### config.mk
export PLATFORM = sky130hd
export DESIGN_NAME = point_rotate_project
export DESIGN_NICKNAME = d
export VERILOG_FILES = /design/src/rtl/prp_pkg.sv /design/src/rtl/point_rotate_project.sv
export SDC_FILE = /design/constraint.sdc
export NUM_CORES = 1
export LEC_CHECK = 0
export BUFFER_PORTS_ARGS = -buffer_cell sky130_fd_sc_hd__buf_4
export CORE_MARGIN = 2
export CORE_UTILIZATION = 25
export DETAILED_ROUTE_END_ITERATION = 12
export PLACE_DENSITY_LB_ADDON = 0.12
export SKIP_LAST_GASP = 1
export SLEW_MARGIN = 10
export SYNTH_ARGS = -nofsm -noshare
export SYNTH_HDL_FRONTEND = slang
export SYNTH_SLANG_ARGS = --single-unit
export TNS_END_PERCENT = 5
### constraint.sdc
create_clock -name clock -period 16.1 [get_ports clock]
set_input_delay 0.805 -clock clock [delete_from_list [all_inputs] [get_ports clock]]
set_output_delay 0.805 -clock clock [all_outputs]
set_load 0.03 [all_outputs]
### src/rtl/prp_pkg.sv
// shared types and constants for the point rotate and project block
package prp_pkg;

   // sequencer states
   typedef enum logic [2:0] {
      ST_IDLE,
      ST_LAUNCH,
      ST_RUN,
      ST_POST,
      ST_DONE
   } state_type;

   // arithmetic steps of one point, in order
   typedef enum logic [3:0] {
      STEP_QW_UU,
      STEP_QW_C7,
      STEP_QW_C3,
      STEP_QW_C1,
      STEP_QW_S,
      STEP_ROT_XC,
      STEP_ROT_ZS,
      STEP_ROT_ZC,
      STEP_ROT_XS,
      STEP_PRJ_X,
      STEP_DIV_X,
      STEP_PRJ_Y,
      STEP_DIV_Y
   } step_type;

   // register indexes
   localparam logic [1:0] CSR_HALF_WIDTH  = 2'd0;
   localparam logic [1:0] CSR_HALF_HEIGHT = 2'd1;

   localparam logic [10:0] HALF_WIDTH_RESET  = 11'd320;
   localparam logic [10:0] HALF_HEIGHT_RESET = 11'd240;

   localparam int SPRITE_COUNT_DEFAULT = 4;

   // phase of a full turn
   localparam logic [23:0] PHASE_STEP = 24'd26701;
   localparam logic [23:0] QUARTER    = 24'h400000;

   // q30 odd taylor terms of the quarter wave
   localparam logic [30:0] QW_C1 = 31'd1686629713;
   localparam logic [30:0] QW_C3 = 31'd693598668;
   localparam logic [30:0] QW_C5 = 31'd85569306;
   localparam logic [30:0] QW_C7 = 31'd5026994;

   // projection distances
   localparam logic [30:0] PROJ_X_DIST = 31'd300;
   localparam logic [30:0] PROJ_Y_DIST = 31'd400;

   // serial unit lengths
   localparam int MUL_BITS = 31;
   localparam int DIV_BITS = 26;

endpackage

### src/rtl/point_rotate_project.sv
// rotates a world point about the y axis and projects it to the screen
// each point takes 16 shift-add multiplies and 2 restoring divides from accepted request
//   to response valid, plus a hand-off state (14 multiplies and no divides when the
//   rotated depth is negative)
// a new point is accepted only once the last one is through, since there is a single
//   serial multiplier and divider; a held response stalls the following point
// reset: synchronous active high; angle clears to zero, screen centre to 320 by 240
module point_rotate_project #(
   parameter int SPRITE_COUNT = prp_pkg::SPRITE_COUNT_DEFAULT
) (
   input  logic        clock,
   input  logic        reset,
   // request: world_x, world_y, world_z from bit 0 up
   input  logic        req_tvalid,
   output logic        req_tready,
   input  logic [47:0] req_tdata,
   input  logic        req_tlast,     // frame_end
   // response: screen_x, screen_y, depth, sprite_index from bit 0 up, zero fill
   output logic        rsp_tvalid,
   input  logic        rsp_tready,
   output logic [55:0] rsp_tdata,
   output logic        rsp_tuser,     // visible
   // register writes
   input  logic        csr_valid,
   output logic        csr_ready,
   input  logic [1:0]  csr_index,
   input  logic [10:0] csr_data
);

   prp_pkg::state_type state_ff, state_in;
   prp_pkg::step_type  step_ff, step_in;

   logic [23:0] angle_ff, angle_in;
   logic [10:0] hw_ff, hw_in;
   logic [10:0] hh_ff, hh_in;

   logic [15:0] x_ff, x_in, y_ff, y_in, z_ff, z_in;
   logic        fe_ff, fe_in;
   logic        qsel_ff, qsel_in;
   logic [15:0] sn_ff, sn_in, cs_ff, cs_in;
   logic [30:0] u_ff, u_in, u2_ff, u2_in, p_ff, p_in;
   logic [31:0] acc_ff, acc_in;
   logic [16:0] xr_ff, xr_in, zr_ff, zr_in;
   logic [16:0] sx_ff, sx_in, sy_ff, sy_in;
   logic        neg_ff, neg_in;

   // serial multiplier
   logic [30:0] ma_ff, ma_in;
   logic [61:0] mp_ff, mp_in;
   logic [4:0]  cnt_ff, cnt_in;

   // serial divider
   logic [16:0] dvs_ff, dvs_in;
   logic [25:0] dq_ff, dq_in;
   logic [16:0] rem_ff, rem_in;

   // response register
   logic        rv_ff, rv_in;
   logic [55:0] rd_ff, rd_in;
   logic        ru_ff, ru_in;

   logic        req_fire, is_div, run_last, rsp_free, zr_neg;
   logic [23:0] wave_ph;
   logic [22:0] wave_t;
   logic [30:0] wave_u, mres;
   logic [31:0] term, rot_sum, rot_adj, rnd;
   logic [14:0] rnd_mag;
   logic [15:0] wave_val;
   logic [16:0] zr_new, q_mag, q_signed, sxo, syo;
   logic [16:0] abs_x, abs_y, abs_z, abs_xr;
   logic [15:0] abs_sn, abs_cs;
   logic [31:0] mul_hi;
   logic [17:0] div_sh, div_diff;
   logic [10:0] spr_m;

   assign req_tready = (state_ff == prp_pkg::ST_IDLE);
   assign req_fire   = req_tvalid & req_tready;
   assign csr_ready  = 1'b1;
   assign rsp_tvalid = rv_ff;
   assign rsp_tdata  = rd_ff;
   assign rsp_tuser  = ru_ff;
   assign rsp_free   = ~rv_ff | rsp_tready;

   assign is_div   = (step_ff == prp_pkg::STEP_DIV_X) || (step_ff == prp_pkg::STEP_DIV_Y);
   assign run_last = is_div ? (cnt_ff == 5'(prp_pkg::DIV_BITS - 1))
                            : (cnt_ff == 5'(prp_pkg::MUL_BITS - 1));

   // quarter wave argument for sine or cosine
   assign wave_ph = qsel_ff ? (angle_ff + prp_pkg::QUARTER) : angle_ff;
   assign wave_t  = wave_ph[22] ? (23'h400000 - {1'b0, wave_ph[21:0]}) : {1'b0, wave_ph[21:0]};
   assign wave_u  = {wave_t, 8'd0};

   // product with the low q30 bits dropped
   assign mres = mp_ff[60:30];

   // rounding of the quarter wave to q15
   assign rnd      = {1'b0, mres} + 32'd16384;
   assign rnd_mag  = (rnd[31:15] > 17'd32767) ? 15'h7fff : rnd[29:15];
   assign wave_val = wave_ph[23] ? (16'd0 - {1'b0, rnd_mag}) : {1'b0, rnd_mag};

   // magnitudes of the operands
   assign abs_x  = x_ff[15]  ? (17'd0 - {x_ff[15], x_ff})   : {1'b0, x_ff};
   assign abs_y  = y_ff[15]  ? (17'd0 - {y_ff[15], y_ff})   : {1'b0, y_ff};
   assign abs_z  = z_ff[15]  ? (17'd0 - {z_ff[15], z_ff})   : {1'b0, z_ff};
   assign abs_sn = sn_ff[15] ? (16'd0 - sn_ff) : sn_ff;
   assign abs_cs = cs_ff[15] ? (16'd0 - cs_ff) : cs_ff;
   assign abs_xr = xr_ff[16] ? (17'd0 - xr_ff) : xr_ff;

   // signed rotation term and the sum truncated toward zero
   assign term    = neg_ff ? (32'd0 - {1'b0, mp_ff[30:0]}) : {1'b0, mp_ff[30:0]};
   assign rot_sum = (step_ff == prp_pkg::STEP_ROT_XS) ? (acc_ff - term) : (acc_ff + term);
   assign rot_adj = rot_sum[31] ? (rot_sum + 32'd32767) : rot_sum;
   assign zr_new  = rot_adj[31:15];
   assign zr_neg  = zr_new[16];

   // multiplier and divider step logic
   assign mul_hi   = {1'b0, mp_ff[61:31]} + {1'b0, ma_ff};
   assign div_sh   = {rem_ff, dq_ff[25]};
   assign div_diff = div_sh - {1'b0, dvs_ff};

   // signed quotient
   assign q_mag    = dq_ff[16:0];
   assign q_signed = neg_ff ? (17'd0 - q_mag) : q_mag;

   // screen position and sprite index
   assign sxo   = sx_ff + {6'd0, hw_ff};
   assign syo   = sy_ff + {6'd0, hh_ff};
   assign spr_m = (int'(zr_ff[16:6]) > SPRITE_COUNT - 1) ? 11'(SPRITE_COUNT - 1) : zr_ff[16:6];

   // next state
   always_comb begin
      state_in = state_ff;
      case (state_ff)
         prp_pkg::ST_IDLE: begin
            if (req_fire) state_in = prp_pkg::ST_LAUNCH;
         end
         prp_pkg::ST_LAUNCH: state_in = prp_pkg::ST_RUN;
         prp_pkg::ST_RUN: begin
            if (run_last) state_in = prp_pkg::ST_POST;
         end
         prp_pkg::ST_POST: begin
            if ((step_ff == prp_pkg::STEP_ROT_XS && zr_neg) ||
                step_ff == prp_pkg::STEP_DIV_Y) state_in = prp_pkg::ST_DONE;
            else state_in = prp_pkg::ST_LAUNCH;
         end
         prp_pkg::ST_DONE: begin
            if (rsp_free) state_in = prp_pkg::ST_IDLE;
         end
         default: state_in = prp_pkg::ST_IDLE;
      endcase
   end

   // datapath and outputs
   always_comb begin
      step_in  = step_ff;
      angle_in = angle_ff;
      hw_in    = hw_ff;
      hh_in    = hh_ff;
      x_in     = x_ff;
      y_in     = y_ff;
      z_in     = z_ff;
      fe_in    = fe_ff;
      qsel_in  = qsel_ff;
      sn_in    = sn_ff;
      cs_in    = cs_ff;
      u_in     = u_ff;
      u2_in    = u2_ff;
      p_in     = p_ff;
      acc_in   = acc_ff;
      xr_in    = xr_ff;
      zr_in    = zr_ff;
      sx_in    = sx_ff;
      sy_in    = sy_ff;
      neg_in   = neg_ff;
      ma_in    = ma_ff;
      mp_in    = mp_ff;
      cnt_in   = cnt_ff;
      dvs_in   = dvs_ff;
      dq_in    = dq_ff;
      rem_in   = rem_ff;
      rd_in    = rd_ff;
      ru_in    = ru_ff;
      rv_in    = rv_ff & ~rsp_tready;

      // register write transaction
      if (csr_valid) begin
         case (csr_index)
            prp_pkg::CSR_HALF_WIDTH:  hw_in = csr_data;
            prp_pkg::CSR_HALF_HEIGHT: hh_in = csr_data;
            default: ;
         endcase
      end

      case (state_ff)
         // capture request transaction
         prp_pkg::ST_IDLE: begin
            if (req_fire) begin
               x_in    = req_tdata[15:0];
               y_in    = req_tdata[31:16];
               z_in    = req_tdata[47:32];
               fe_in   = req_tlast;
               qsel_in = 1'b0;
               step_in = prp_pkg::STEP_QW_UU;
            end
         end

         // load the serial unit for this step
         prp_pkg::ST_LAUNCH: begin
            cnt_in = 5'd0;
            rem_in = 17'd0;
            case (step_ff)
               prp_pkg::STEP_QW_UU: begin
                  u_in  = wave_u;
                  ma_in = wave_u;
                  mp_in = {31'd0, wave_u};
               end
               prp_pkg::STEP_QW_C7: begin
                  ma_in = u2_ff;
                  mp_in = {31'd0, prp_pkg::QW_C7};
               end
               prp_pkg::STEP_QW_C3, prp_pkg::STEP_QW_C1: begin
                  ma_in = u2_ff;
                  mp_in = {31'd0, p_ff};
               end
               prp_pkg::STEP_QW_S: begin
                  ma_in = u_ff;
                  mp_in = {31'd0, p_ff};
               end
               prp_pkg::STEP_ROT_XC: begin
                  ma_in  = {14'd0, abs_x};
                  mp_in  = {46'd0, abs_cs};
                  neg_in = x_ff[15] ^ cs_ff[15];
               end
               prp_pkg::STEP_ROT_ZS: begin
                  ma_in  = {14'd0, abs_z};
                  mp_in  = {46'd0, abs_sn};
                  neg_in = z_ff[15] ^ sn_ff[15];
               end
               prp_pkg::STEP_ROT_ZC: begin
                  ma_in  = {14'd0, abs_z};
                  mp_in  = {46'd0, abs_cs};
                  neg_in = z_ff[15] ^ cs_ff[15];
               end
               prp_pkg::STEP_ROT_XS: begin
                  ma_in  = {14'd0, abs_x};
                  mp_in  = {46'd0, abs_sn};
                  neg_in = x_ff[15] ^ sn_ff[15];
               end
               prp_pkg::STEP_PRJ_X: begin
                  ma_in  = {14'd0, abs_xr};
                  mp_in  = {31'd0, prp_pkg::PROJ_X_DIST};
                  neg_in = xr_ff[16];
               end
               prp_pkg::STEP_PRJ_Y: begin
                  ma_in  = {14'd0, abs_y};
                  mp_in  = {31'd0, prp_pkg::PROJ_Y_DIST};
                  neg_in = y_ff[15];
               end
               prp_pkg::STEP_DIV_X: begin
                  dq_in  = mp_ff[25:0];
                  dvs_in = zr_ff + 17'(prp_pkg::PROJ_X_DIST);
               end
               prp_pkg::STEP_DIV_Y: begin
                  dq_in  = mp_ff[25:0];
                  dvs_in = zr_ff + 17'(prp_pkg::PROJ_Y_DIST);
               end
               default: ;
            endcase
         end

         // one bit per cycle through multiplier or divider
         prp_pkg::ST_RUN: begin
            cnt_in = cnt_ff + 5'd1;
            if (is_div) begin
               if (!div_diff[17]) begin
                  rem_in = div_diff[16:0];
                  dq_in  = {dq_ff[24:0], 1'b1};
               end else begin
                  rem_in = div_sh[16:0];
                  dq_in  = {dq_ff[24:0], 1'b0};
               end
            end else if (mp_ff[0]) begin
               mp_in = {mul_hi, mp_ff[30:1]};
            end else begin
               mp_in = {1'b0, mp_ff[61:1]};
            end
         end

         // take the result of the step and pick the next one
         prp_pkg::ST_POST: begin
            case (step_ff)
               prp_pkg::STEP_QW_UU: begin
                  u2_in   = mres;
                  step_in = prp_pkg::STEP_QW_C7;
               end
               prp_pkg::STEP_QW_C7: begin
                  p_in    = prp_pkg::QW_C5 - mres;
                  step_in = prp_pkg::STEP_QW_C3;
               end
               prp_pkg::STEP_QW_C3: begin
                  p_in    = prp_pkg::QW_C3 - mres;
                  step_in = prp_pkg::STEP_QW_C1;
               end
               prp_pkg::STEP_QW_C1: begin
                  p_in    = prp_pkg::QW_C1 - mres;
                  step_in = prp_pkg::STEP_QW_S;
               end
               prp_pkg::STEP_QW_S: begin
                  if (qsel_ff) begin
                     cs_in   = wave_val;
                     step_in = prp_pkg::STEP_ROT_XC;
                  end else begin
                     sn_in   = wave_val;
                     qsel_in = 1'b1;
                     step_in = prp_pkg::STEP_QW_UU;
                  end
               end
               prp_pkg::STEP_ROT_XC: begin
                  acc_in  = term;
                  step_in = prp_pkg::STEP_ROT_ZS;
               end
               prp_pkg::STEP_ROT_ZS: begin
                  xr_in   = zr_new;
                  step_in = prp_pkg::STEP_ROT_ZC;
               end
               prp_pkg::STEP_ROT_ZC: begin
                  acc_in  = term;
                  step_in = prp_pkg::STEP_ROT_XS;
               end
               prp_pkg::STEP_ROT_XS: begin
                  zr_in   = zr_new;
                  sx_in   = xr_ff;
                  sy_in   = {y_ff[15], y_ff};
                  step_in = prp_pkg::STEP_PRJ_X;
               end
               prp_pkg::STEP_PRJ_X: step_in = prp_pkg::STEP_DIV_X;
               prp_pkg::STEP_DIV_X: begin
                  sx_in   = q_signed;
                  step_in = prp_pkg::STEP_PRJ_Y;
               end
               prp_pkg::STEP_PRJ_Y: step_in = prp_pkg::STEP_DIV_Y;
               prp_pkg::STEP_DIV_Y: sy_in = q_signed;
               default: ;
            endcase
         end

         // hand the result to the response register
         prp_pkg::ST_DONE: begin
            if (rsp_free) begin
               rv_in = 1'b1;
               rd_in = {3'd0, (zr_ff[16] ? 2'd0 : spr_m[1:0]), zr_ff, syo, sxo};
               ru_in = ~zr_ff[16];
               if (fe_ff) angle_in = angle_ff + prp_pkg::PHASE_STEP;
            end
         end

         default: ;
      endcase
   end

   // control registers
   always_ff @(posedge clock) begin
      if (reset) begin
         state_ff <= prp_pkg::ST_IDLE;
         step_ff  <= prp_pkg::STEP_QW_UU;
         angle_ff <= 24'd0;
         hw_ff    <= prp_pkg::HALF_WIDTH_RESET;
         hh_ff    <= prp_pkg::HALF_HEIGHT_RESET;
         rv_ff    <= 1'b0;
         cnt_ff   <= 5'd0;
         qsel_ff  <= 1'b0;
      end else begin
         state_ff <= state_in;
         step_ff  <= step_in;
         angle_ff <= angle_in;
         hw_ff    <= hw_in;
         hh_ff    <= hh_in;
         rv_ff    <= rv_in;
         cnt_ff   <= cnt_in;
         qsel_ff  <= qsel_in;
      end
   end

   // payload registers
   always_ff @(posedge clock) begin
      x_ff   <= x_in;
      y_ff   <= y_in;
      z_ff   <= z_in;
      fe_ff  <= fe_in;
      sn_ff  <= sn_in;
      cs_ff  <= cs_in;
      u_ff   <= u_in;
      u2_ff  <= u2_in;
      p_ff   <= p_in;
      acc_ff <= acc_in;
      xr_ff  <= xr_in;
      zr_ff  <= zr_in;
      sx_ff  <= sx_in;
      sy_ff  <= sy_in;
      neg_ff <= neg_in;
      ma_ff  <= ma_in;
      mp_ff  <= mp_in;
      dvs_ff <= dvs_in;
      dq_ff  <= dq_in;
      rem_ff <= rem_in;
      rd_ff  <= rd_in;
      ru_ff  <= ru_in;
   end

endmodule

---- After elaboration in Yosys (flattened, before gate mapping) ----
Index checks and enable logic that the tools add are counted.
Widths: inputs -> output; s select.
operators by class
  add/subtract/negate cells ............... 26
  magnitude comparators ................... 2
  eq/ne operators ......................... 28
  multiplexer cells ....................... 48
  bitwise gates (word level) .............. 11
  reductions and logical operators ........ 45
operators with widths
  operator                count
  $pmux 62 s7             1
  $pmux 31 s7             1
  $pmux 17 s2             4
  $mux 62                 2
  $pmux 62 s2             1
  $mux 17                 7
  $mux 32                 3
  $pmux 31 s3             1
  $mux 26                 2
  $pmux 26 s2             1
  $sub 1x16->17 const A   3
  $mux 16                 3
  $pmux 4 s12             1
  $add 17x11->17          2
  $add 17x9->17 const B   2
  $sub 1x17->17 const A   2
  $add 31x15->32 const B  1
  $add 31x31->32          1
  $add 32x15->32 const B  1
  $add 32x32->32          1
  $reduce_and 2->1        16
  $sub 1x16->16 const A   2
  $sub 1x31->32 const A   1
  $sub 32x32->32          1
  52 further kinds        100
word-level totals
  register bits ........................... 534
  bits of input ports ..................... 67
  output and inout bits ................... 60
  word-level logic and storage cells ...... 191

---- Depth between registers and ports, before layout ----
Gate-level depths: netlist (run 1).
  depth in word-level cells ............... 10
  gate-level depth with buffers ........... 30

---- Least setup slack after synthesis (run 1) ----
No wires, ideal clock.
  path kind ............................... reg-to-reg
  from .................................... reg state_ff[0]
  to ...................................... reg mp_ff[0], enable pin
  library setup time ...................... 0.582 ns
  data arrival time ....................... 6.023 ns
  required time ........................... 15.518 ns
  slack ................................... 9.495 ns
  stages on the path, launching flop included .. 7
  path buffers ............................ 3
  clock period less this slack ............ 6.605 ns
  cell sequence ........................... dfxtp_1 -> clkbuf_1 -> or3b_2 -> clkbuf_1 -> and2_0 -> clkbuf_1 -> a221oi_1
on the way
  word-level cells in the longest chain between the ends .. 3
  elaborated cells between the ends (all ways) .. 6
  classes of those cells .................. 4 x eq/ne; 2 x reduce/logical
RTL lines
  what                                             line                         source
  start: declaration                               point_rotate_project.sv:30   prp_pkg::state_type state_ff, state_in;
  start signal: assignment                         point_rotate_project.sv:364  state_ff <= prp_pkg::ST_IDLE;
  start signal: assignment                         point_rotate_project.sv:373  state_ff <= state_in;
  $eq 3x1->1 / $eq 3x2->1 (equally long branches)  point_rotate_project.sv:194  case (state_ff)
  $ne 8x8->1 (no line) (tied with other cells)     --
  $reduce_and 3->1 (no line) *                     --
  end signal: assignment                           point_rotate_project.sv:402  mp_ff <= mp_in;
  end: declaration                                 point_rotate_project.sv:49   logic [61:0] mp_ff, mp_in;
Mark *: on every way between the ends. The rest lies on a longest branch, timed or not.
A chain may end at the register's enable or synchronous reset.

---- Final worst setup path (run 1) ----
  from .................................... reg mp_ff[0]
  to ...................................... reg xr_ff[15] (data pin)
on the way
  word-level cells in the longest chain between the ends .. 6
  elaborated cells between the ends (all ways) .. 7
  classes of those cells .................. 4 x add/sub; 3 x mux
RTL lines
  what                                                     line                         source
  $sub 1x31->32 *                                          point_rotate_project.sv:110  assign term = neg_ff ? (32'd0 - {1'b0, mp_ff[30:0]}) : {1'b0, mp_ff[30:0]};
  $mux 32 *                                                point_rotate_project.sv:110
  via term[14]                                             point_rotate_project.sv:66   logic [31:0] term, rot_sum, rot_adj, rnd;
  $add 32x32->32 / $sub 32x32->32 (equally long branches)  point_rotate_project.sv:111  assign rot_sum = (step_ff == prp_pkg::STEP_ROT_XS) ? (acc_ff - term) : (acc_ff + term);
  $mux 32 *                                                point_rotate_project.sv:111
  $add 32x15->32                                           point_rotate_project.sv:112  assign rot_adj = rot_sum[31] ? (rot_sum + 32'd32767) : rot_sum;
  $mux 32 *                                                point_rotate_project.sv:112
  via rot_adj[30]                                          point_rotate_project.sv:66
  end signal: assignment                                   point_rotate_project.sv:396  xr_ff <= xr_in;
  end: declaration                                         point_rotate_project.sv:43   logic [16:0] xr_ff, xr_in, zr_ff, zr_in;
Mark *: on every way through the listed nets, which the timed path passes. The rest lies on a longest branch.

==> results of run 1 <==
cell type report:
| cell class | count | area [sq um] | area share (%) |
|---|---|---|---|
| Antenna cell | 2 | 5.00 | 0.0135 |
| Clock buffer | 87 | 1830 | 4.94 |
| Clock inverter | 39 | 407 | 1.10 |
| Inverter | 137 | 514 | 1.39 |
| Multi-Input combinational cell | 2375 | 15600 | 42.0 |
| Sequential cell | 534 | 15400 | 41.6 |
| Tap cell | 1662 | 2080 | 5.60 |
| Timing Repair Buffer | 167 | 1250 | 3.38 |
report_power, final:
| group | total [mW] | switching (mW) | internal (mW) | leakage (nW) |
|---|---|---|---|---|
| logic | 0.990 | 0.614 | 0.377 | 7.64 |
| registers | 1.77 | 0.121 | 1.65 | 4.87 |
| clock network | 1.55 | 0.656 | 0.896 | 1.08 |
| total | 4.31 | 1.39 | 2.92 | 13.6 |
per-stage QoR:
step                      cells  power (mW)
after floorplan            3199        2.47
after detailed placement   4875        2.79
final                      5003        4.31
after global routing       5001        4.54
after CTS                  5001        4.37
after global placement     4875        2.80
per-layer routing:
metal  vias up  GRT usage (%)  routed length (um)
li1      11794              -                   -
met1     11679           21.5               49200
met2       430           26.6               50000
met3       103           2.05                3900
met4         0           4.06                2370
met5         -              0                   0
worst max-delay path, cell delays in order (launching register included):
cell,delay (ns)
edfxtp_1,0.38
inv_1,0.67
ha_1,0.49
nor4b_1,0.49
nand4_1,0.39
nand2_1,0.19
xnor2_1,0.13
nor4b_2,0.39
nand4b_1,0.18
o31ai_1,0.43
xor2_1,0.12
ha_1,0.41
nand2_1,0.06
o21ai_0,0.42
or4_1,0.19
o311ai_0,0.13
a21oi_1,0.16
o211ai_1,0.18
nor4bb_1,0.42
nand4_1,0.20
nor3_1,0.43
nand3_1,0.24
nor4_1,0.28
xor2_1,0.13
flip-flops by register name, indices dropped and copies added, names as in the netlist, 24 cells and up:
register,flops
u2_ff,31
mp_ff,62
angle_ff,24
ma_ff,31
rsp_tdata,53
dq_ff,26
p_ff,31
acc_ff,32
kinds of logic (layout without fill, tap and decap cells):
family	after synthesis	after routing	share of synthesized area, %
compound gates	741	741	14.8
xor+xnor	373	373	10.2
fa+ha+maj	145	145	5.80
buf+inv	290	430	3.50
flops	534	534	48.2
mux	45	45	1.41
other cells	2	6	0.0234
simple gates	1067	1067	16.0
worst max-delay path by stage:
stage	from	to	slack [ns]	depth (start not counted)
floorplan	state_ff[0]$_SDFFE_PP0P_	mp_ff[0]$_DFFE_PP_	9.50	6
global placement	mp_ff[0]$_DFFE_PP_	xr_ff[15]$_DFFE_PP_	8.78	22
detailed placement	mp_ff[0]$_DFFE_PP_	xr_ff[15]$_DFFE_PP_	8.62	22
CTS	mp_ff[0]$_DFFE_PP_	xr_ff[15]$_DFFE_PP_	8.60	22
global route	mp_ff[0]$_DFFE_PP_	xr_ff[13]$_DFFE_PP_	7.75	22
finish	mp_ff[0]$_DFFE_PP_	xr_ff[15]$_DFFE_PP_	8.71	23
cell usage after synthesis, types with 18 or more instances:
| library cell | count | share of area, % |
|---|---|---|
| a211oi_1 | 23 | 0.54 |
| a21boi_0 | 18 | 0.42 |
| a21o_1 | 26 | 0.61 |
| a21oi_1 | 193 | 3.0 |
| a31oi_1 | 35 | 0.68 |
| and2_1 | 31 | 0.61 |
| and3_1 | 28 | 0.55 |
| clkbuf_1 | 124 | 1.5 |
| dfxtp_1 | 60 | 3.7 |
| edfxtp_1 | 474 | 44 |
| ha_1 | 139 | 5.4 |
| inv_1 | 135 | 1.6 |
| mux2i_1 | 45 | 1.4 |
| nand2_1 | 385 | 4.5 |
| nand2b_1 | 32 | 0.62 |
| nand3_1 | 56 | 0.87 |
| nand4_1 | 22 | 0.43 |
| nor2_1 | 257 | 3.0 |
| nor2b_1 | 29 | 0.57 |
| nor3_1 | 56 | 0.87 |
| nor4_1 | 20 | 0.39 |
| o21a_1 | 31 | 0.73 |
| o21ai_0 | 197 | 3.1 |
| o31ai_1 | 45 | 1.1 |
| o41ai_1 | 18 | 0.49 |
| or2_2 | 18 | 0.35 |
| or3_1 | 47 | 0.92 |
| or4_1 | 21 | 0.49 |
| xnor2_1 | 214 | 5.9 |
| xor2_1 | 157 | 4.3 |
==> results.json, run 1 <==
{
  "layout.nets": 3495,
  "ios": 127,
  "drive_above_1_share_pct": 9.88,
  "initial_core_util_pct": 25.2,
  "num_vias": 24006,
  "setup_violations": 0,
  "cts_buffers": 68,
  "worst_slack_ns": 8.71,
  "start_kind": "flip-flop",
  "async_reset_ff_share_pct": 0,
  "fp-row-count": 131,
  "post-route-util_pct": 29.1,
  "place_area_sq_um": 34900,
  "period_minus_slack_ns": 7.39,
  "dieArea_sq_um": 131000,
  "ys_ff_latch": 534,
  "crit_type": "flip-flop to flip-flop",
  "detail-route-antenna-nets": 0,
  "antenna_found_initial": 1,
  "rr_endpoint": "xr_ff[15]$_DFFE_PP_",
  "wl_mm": 105,
  "synthesis.area_sq_um": 32000,
  "htree_num_levels": 3,
  "whs_ns": 0.364,
  "synthFlopType": "edfxtp_1",
  "ir_drop_v": 0.0000626,
  "fmax_ghz": 0.135,
  "skew_ns": 0.0208,
  "track_usage_pct": 15.9,
  "cp.required_ns": 16.45,
  "hold_end": "x_ff[8]$_DFFE_PP_",
  "die_w_um": 362,
  "wl_per_cell_um": 21.1,
  "grt_pass1_vias": 24030,
  "max-slew-margin-rel_pct": 18.9,
  "cts_hold_buf": 0,
  "grt_first_pass_wirelength_mm": 158,
  "path_clk_slew_ns": 0.06,
  "cp_max_fo": 21,
  "area_growth_pct": 15.8,
  "clock_path_buffers": 3,
  "rsz0062_at_grt": "false",
  "status": "finished, final reports clean",
  "ys_warn_count": 0,
  "worstMarginPinSlew_ns": 1.21,
  "rrSetupSlack_ns": 8.71,
  "stdcell_area_sq_um": 37100,
  "clock_latency_ns": 0.62,
  "grt_start_max_net_pins": 63,
  "first_iter_violations": 1861,
  "hp-class": "primary input to flip-flop",
  "power_density_nw_per_um2": 116,
  "layout_commonest_cell": "edfxtp_1",
  "ctsResizeCount": 0,
  "post-route-period-util_pct": 45.9,
  "syn_avg_cell_area_sq_um": 10.0,
  "yosysSeqAreaShare_pct": 48.2,
  "setup_tns_ns": 0,
  "clock-sinks": 534,
  "hold_violations": 0,
  "port_buffers": 122,
  "pre_cts_ws_ns": 8.62,
  "die_h_um": 362,
  "reg2regPathDepth": 23,
  "drv_slew": 0,
  "synth_cell_types": 84,
  "post_cts_buffers": 0,
  "core_sq_um": 127000,
  "remaining_drc_errors": 0,
  "via_per_inst": 4.80,
  "gp_congestion": 0.791,
  "max_cap_viol_count": 0,
  "overflow": 0,
  "cts-root-buf": "clkbuf_16",
  "p_leak_nw": 13.6,
  "hpwl_mm": 79.3,
  "fillCellCount": 13339,
  "worstPathArrival_ns": 7.75,
  "cts_tree": "built",
  "cp-end-kind": "flip-flop",
  "first_pass_iters": 7,
  "worstHoldStart": "req_tdata[8]",
  "final_cell_mix": "edfxtp_1 (474), nand2_1 (384), nor2_1 (253)",
  "r2r-start": "mp_ff[0]$_DFFE_PP_",
  "synth-edff-count": 474,
  "synthCells": 3197,
  "hold_path_depth": 1
}
Note: power is estimated with default switching activity, not from simulation.
==> run 2: changes to the inputs <==
==> constraint.sdc (replaced) <==
create_clock -name clock -period 6.69 [get_ports clock]
set_input_delay 0.3345 -clock clock [delete_from_list [all_inputs] [get_ports clock]]
set_output_delay 0.3345 -clock clock [all_outputs]
set_load 0.03 [all_outputs]
==> run 2 against run 1 <==
  * Core utilization rose by 0.77 points
  * Clock power rose by 150%
  * Critical path depth did not move
  * Register-to-register slack got worse by 8.2 ns
  * Non-clock buffer count rose by 101
  * Setup slack got worse by 8.2 ns
  * Global-route usage rose by 0.13 points
  * Hold slack got worse by 0.31 ns
  * Cell count rose by 2.0%
  * Final area rose by 2.6%
  * Largest cell class unchanged
==> results.json, run 2 (synthesis results as in run 1) <==
{
  "status": "finished, final reports clean",
  "worstPathArrival_ns": 6.60,
  "cpMaxStageDelayCell": "or3_1",
  "start_kind": "flip-flop",
  "place_inst": 4907,
  "wl_met2_mm": 51.4,
  "initial_core_util_pct": 25.2,
  "fmax_ghz": 0.163,
  "largest_reg_flops": 62,
  "p_sw_mw": 3.34,
  "startpoint": "mp_ff[0]$_DFFE_PP_",
  "crit_type": "flip-flop to flip-flop",
  "drv_slew": 0,
  "hp-class": "primary input to flip-flop",
  "power_density_nw_per_um2": 278,
  "worstHoldStart": "rsp_tready",
  "setup_violations": 0,
  "p_leak_nw": 14.1,
  "clock_latency_ns": 0.65,
  "cp_max_fo": 10,
  "hold_violations": 0,
  "max_cap_viol_count": 0,
  "area_growth_pct": 18.9,
  "post-route-period-util_pct": 92.0,
  "path_delay_family": "simple AND/OR/NAND/NOR gates",
  "wl_per_cell_um": 20.7,
  "cts_tree": "built",
  "worst_slack_ns": 0.537,
  "grt_start_max_net_pins": 63,
  "period_minus_slack_ns": 6.15,
  "largest-register": "mp_ff",
  "skew_ns": 0.0299,
  "port_buffers": 122,
  "wl_met1_mm": 49.3,
  "wl_mm": 106,
  "clock_path_buffers": 3,
  "fillCellCount": 13318,
  "first_iter_violations": 1644,
  "rsz0062_at_grt": "true",
  "top_layer": "met4",
  "hpwl_mm": 79.7,
  "pwr-share-comb_pct": 23.8,
  "antenna_found_initial": 3,
  "sw_frac_of_total_pct": 31.5,
  "track_usage_pct": 16.0,
  "remaining_drc_errors": 0,
  "grt_pass1_vias": 24146,
  "core_sq_um": 127000,
  "first_pass_iters": 6,
  "drive_above_1_share_pct": 10.9,
  "cp.required_ns": 7.14,
  "post-route-util_pct": 29.9,
  "gp_congestion": 0.817,
  "overflow": 0,
  "cts_buffers": 68,
  "pre_cts_ws_ns": 0.489,
  "grt_first_pass_wirelength_mm": 159,
  "ir_drop_v": 0.000169,
  "path_buf_inv": 2,
  "cp-end-kind": "flip-flop",
  "power_frac_seq_pct": 39.9,
  "path_clk_slew_ns": 0.06,
  "die_w_um": 362,
  "r2r-start": "mp_ff[0]$_DFFE_PP_",
  "clock-sinks": 534,
  "num_vias": 24322,
  "ios": 127,
  "intPower_mw": 7.26,
  "fp-row-count": 131,
  "setup_tns_ns": 0,
  "max-slew-margin-rel_pct": 18.2,
  "dieArea_sq_um": 131000,
  "final-instance-count-excl-fill": 5103,
  "design_power_total_mw": 10.6,
  "die_h_um": 362,
  "critPathMaxStageDelay_ns": 0.46,
  "worstMarginPinSlew_ns": 1.22,
  "final_cell_mix": "edfxtp_1 (474), nand2_1 (384), nor2_1 (253)",
  "p_clk_share_pct": 36.3,
  "crit_path_cell_trace": "buf_4, or3_1, o41ai_2, xnor2_1, a21oi_2, nor4b_2, nand4b_1, o31ai_1, buf_4, xor2_1, ha_1, nand2_1, o21ai_0, or4_1, o311ai_0, a21oi_1, o211ai_1, nor4bb_1, nand4_1, nor3_2, nand3_1, nor3b_1, xor2_1",
  "via_per_inst": 4.77,
  "htree_num_levels": 3,
  "cts-root-buf": "clkbuf_16",
  "wl_met3_mm": 3.27,
  "layout_commonest_cell": "edfxtp_1",
  "detail-route-antenna-nets": 0,
  "layout.nets": 3596
}
## run 2: cell types whose count changed in the layout (fill, tap and decap cells not counted), moves of 2 or more
| cell | before | now |
|---|---|---|
| dlygate4sd3_1 | 0 | 60 |
| buf_4 | 167 | 208 |
| clkinv_1 | 15 | 10 |
| clkinv_8 | 4 | 0 |
| bufinv_16 | 5 | 8 |
| clkbuf_1 | 13 | 16 |
| clkbuf_16 | 68 | 71 |
| clkbuf_8 | 6 | 4 |
| clkinv_2 | 6 | 8 |
| clkinv_4 | 3 | 1 |
| inv_6 | 3 | 5 |
## run 2: layout make-up
| type | count | area [sq um] | area share (%) |
|---|---|---|---|
| Tap cell | 1662 | 2080 | 5.46 |
| Clock buffer | 91 | 1890 | 4.97 |
| Timing Repair Buffer | 268 | 2160 | 5.68 |
| Inverter | 137 | 514 | 1.35 |
| Antenna cell | 2 | 5.00 | 0.0131 |
| Multi-Input combinational cell | 2375 | 15600 | 41.0 |
| Clock inverter | 34 | 405 | 1.06 |
| Sequential cell | 534 | 15400 | 40.5 |
## run 2: path summary, 6_finish.rpt
check	to	slack [ns]	cells after the start
worst max-delay path	zr_ff[13]$_DFFE_PP_	0.54	23
worst min-delay path	rsp_tvalid$_SDFF_PP0_	0.05	3
worst max register to register	zr_ff[13]$_DFFE_PP_	0.54	23
worst min register to register	hw_ff[0]$_SDFFE_PP0P_	0.46	2
## run 2: routing by layer
metal	up-vias	GRT usage, %
met2	381	27.5
li1	12010	-
met5	-	0
met3	109	2.07
met4	0	3.40
met1	11822	21.3
## run 2: worst register-to-register path: stages (launching register included)
cell      delay [ns]
edfxtp_1        0.41
buf_4           0.20
or3_1           0.47
o41ai_2         0.38
xnor2_1         0.20
a21oi_2         0.21
nor4b_2         0.33
nand4b_1        0.18
o31ai_1         0.23
buf_4           0.17
xor2_1          0.06
ha_1            0.42
nand2_1         0.07
o21ai_0         0.44
or4_1           0.19
o311ai_0        0.11
a21oi_1         0.14
o211ai_1        0.12
nor4bb_1        0.38
nand4_1         0.21
nor3_2          0.34
nand3_1         0.21
nor3b_1         0.27
xor2_1          0.25
## run 2: through the flow
step | instance area, sq um | hold slack, ns
after floorplan | 32000 | 0.421
after global placement | 35100 | 0.451
after detailed placement | 35100 | 0.454
after CTS | 38000 | 0.0204
after global routing | 38100 | 0.0515
final | 38100 | 0.0544
## run 2: timing repair
action,4_1_cts,5_1_grt
gates resized for setup,0,3
setup buffers,0,9
hold endpoints to repair,71,0
hold buffers,60,0
setup endpoints to repair,0,18
## run 2: power groups by stage
stage	Clock [mW]	Sequential, mW	Combinational [mW]
after global routing	4.09	4.25	2.82
after floorplan	0	4.15	1.78
after detailed placement	0	4.30	2.49
after CTS	3.97	4.24	2.53
after global placement	0	4.30	2.51
final	3.85	4.23	2.52
==> run 3: changes to the inputs <==
--- a/config.mk
+++ b/config.mk
@@ -8,8 +8,10 @@
 export BUFFER_PORTS_ARGS = -buffer_cell sky130_fd_sc_hd__buf_4
 export CORE_MARGIN = 2
 export CORE_UTILIZATION = 25
+export CTS_BUF_LIST = sky130_fd_sc_hd__clkbuf_2
 export DETAILED_ROUTE_END_ITERATION = 12
 export PLACE_DENSITY_LB_ADDON = 0.12
+export RECOVER_POWER = 25
 export SKIP_LAST_GASP = 1
 export SLEW_MARGIN = 10
 export SYNTH_ARGS = -nofsm -noshare
==> run 3 against run 2 <==
  * The run now ends with max-capacitance violations, max-slew violations left
  * Clock power fell by 31%
  * Total power fell by 11%
  * Largest power group unchanged
  * Setup slack improved by 0.11 ns
  * Via count rose by 4.7%
  * Core utilization rose by 0.47 points
==> results.json, run 3 (synthesis results as in run 1) <==
{
  "fp-row-count": 131,
  "remaining_drc_errors": 0,
  "max-slew-margin-rel_pct": -26.6,
  "dieArea_sq_um": 131000,
  "hp-class": "primary input to flip-flop",
  "hold_path_depth": 5,
  "crit_path_frequent_cell": "xor2_1",
  "critPathMaxStageDelay_ns": 0.57,
  "cts_buffers": 155,
  "first_pass_iters": 7,
  "failed_checks": "max-capacitance violations, max-slew violations",
  "startpoint": "mp_ff[3]$_DFFE_PP_",
  "clock_path_buffers": 3,
  "reg2regPathDepth": 22,
  "initial_core_util_pct": 25.2,
  "layout.nets": 3826,
  "cp-end-kind": "flip-flop",
  "hold_violations": 0,
  "path_delay_family": "simple AND/OR/NAND/NOR gates",
  "drv_slew": 80,
  "place_inst": 4907,
  "first_iter_violations": 1716,
  "crit_type": "flip-flop to flip-flop",
  "rrSetupSlack_ns": 0.64,
  "core_sq_um": 127000,
  "clock_latency_ns": 1.50,
  "antenna_found_initial": 4,
  "cpMaxStageDelayCell": "edfxtp_1",
  "detail-route-antenna-nets": 0,
  "gp_congestion": 0.817,
  "die_h_um": 362,
  "ios": 127,
  "skew_ns": 0.106,
  "port_buffers": 122,
  "grt_start_max_net_pins": 63,
  "max_cap_viol_count": 2,
  "hpwl_mm": 79.7,
  "track_usage_pct": 16.5,
  "layout_commonest_cell": "edfxtp_1",
  "overflow": 0,
  "via_per_inst": 4.72,
  "p_leak_nw": 14.6,
  "path_buf_inv": 1,
  "crit_path_cell_trace": "or3_1, o41ai_2, xnor2_1, a21oi_2, nor4b_2, nand4b_1, o31ai_1, buf_4, xor2_1, ha_1, nand2_1, o21ai_0, or4_1, o311ai_0, a21oi_1, o211ai_1, nor4bb_1, nand4_1, nor3_2, nand3_1, nor3b_1, xor2_1",
  "r2r-start": "mp_ff[3]$_DFFE_PP_",
  "start_kind": "flip-flop",
  "post-route-period-util_pct": 90.4,
  "worstPathArrival_ns": 7.34,
  "whs_ns": 0.275,
  "setup_violations": 0,
  "hold_end": "hw_ff[4]$_SDFFE_PP0P_",
  "die_w_um": 362,
  "status": "complete, but fails checks",
  "worstMarginPinSlew_ns": 1.90,
  "clock-sinks": 534,
  "cp.required_ns": 7.99,
  "design_power_total_mw": 9.45,
  "largest_reg_flops": 62,
  "worstHoldStart": "csr_data[4]",
  "path_clk_slew_ns": 0.10,
  "largest-register": "mp_ff",
  "power_density_nw_per_um2": 244,
  "final_cell_mix": "edfxtp_1 (474), nand2_1 (384), nor2_1 (253)",
  "pre_cts_ws_ns": 0.489,
  "cts_tree": "built",
  "drive_above_1_share_pct": 13.2,
  "cp_max_fo": 8,
  "final-instance-count-excl-fill": 5399,
  "rr_endpoint": "zr_ff[13]$_DFFE_PP_",
  "grt_first_pass_wirelength_mm": 164,
  "worst_slack_ns": 0.645,
  "cts-root-buf": "clkbuf_2",
  "area_growth_pct": 20.8,
  "htree_num_levels": 4,
  "grt_pass1_vias": 25749,
  "wl_mm": 109,
  "wl_per_cell_um": 20.1,
  "num_vias": 25463,
  "rsz0062_at_grt": "true",
  "ir_drop_v": 0.000147,
  "fmax_ghz": 0.165,
  "period_minus_slack_ns": 6.05
}
-- run 3: tightest hold or removal path: stages --
cell           delay [ns]
dlygate4sd3_1        0.53
buf_4                0.10
dlygate4sd3_1        0.57
nand2_1              0.07
a21oi_1              0.11
-- run 3: what timing repair did --
action | CTS | global route
setup endpoints to repair | 0 | 18
resized for setup | 0 | 2
hold endpoints to repair | 188 | 0
hold buffers | 212 | 0
setup buffers | 0 | 0
-- run 3: area by class of cell --
class                   count  area [sq um]
fillers                 13399         88700
multi-input cells        2375         15600
flip-flops and latches    534         15400
repair buffers            411          3570
well taps                1662          2080
clock buffers             215          1080
inverters                 137           514
clock inverters            58           408
diodes                      7          17.5
-- run 3: per-stage QoR --
stage	util, %	instance area, sq um	setup TNS (ns)
finish	30.4	38700	0
global route	30.4	38700	-0.0317
floorplan	-	32000	0
detailed placement	27.6	35100	0
CTS	30.4	38700	0
global placement	27.6	35100	0
-- run 3: where the power goes --
group	internal (mW)	total [mW]	switching, mW
clock network	1.11	2.67	1.56
logic	1.01	2.56	1.55
registers	3.96	4.22	0.263
-- run 3: worst max path at each step --
stage               slack, ns  cells after the start                   to
finish                   0.64                     22  zr_ff[13]$_DFFE_PP_
global route            -0.01                     23   xr_ff[5]$_DFFE_PP_
CTS                      0.51                     23  zr_ff[13]$_DFFE_PP_
detailed placement       0.49                     22  zr_ff[15]$_DFFE_PP_
global placement         0.51                     22  xr_ff[15]$_DFFE_PP_
floorplan                0.09                      6   mp_ff[0]$_DFFE_PP_
-- run 3: layer usage --
layer | vias up | global-route usage [%] | part of all wire (%)
met1 | 12270 | 21.4 | 46
met2 | 499 | 28.2 | 49
li1 | 12556 | - | -
met5 | - | 0 | 0
met4 | 0 | 4.84 | 1.8
met3 | 138 | 2.73 | 3.7
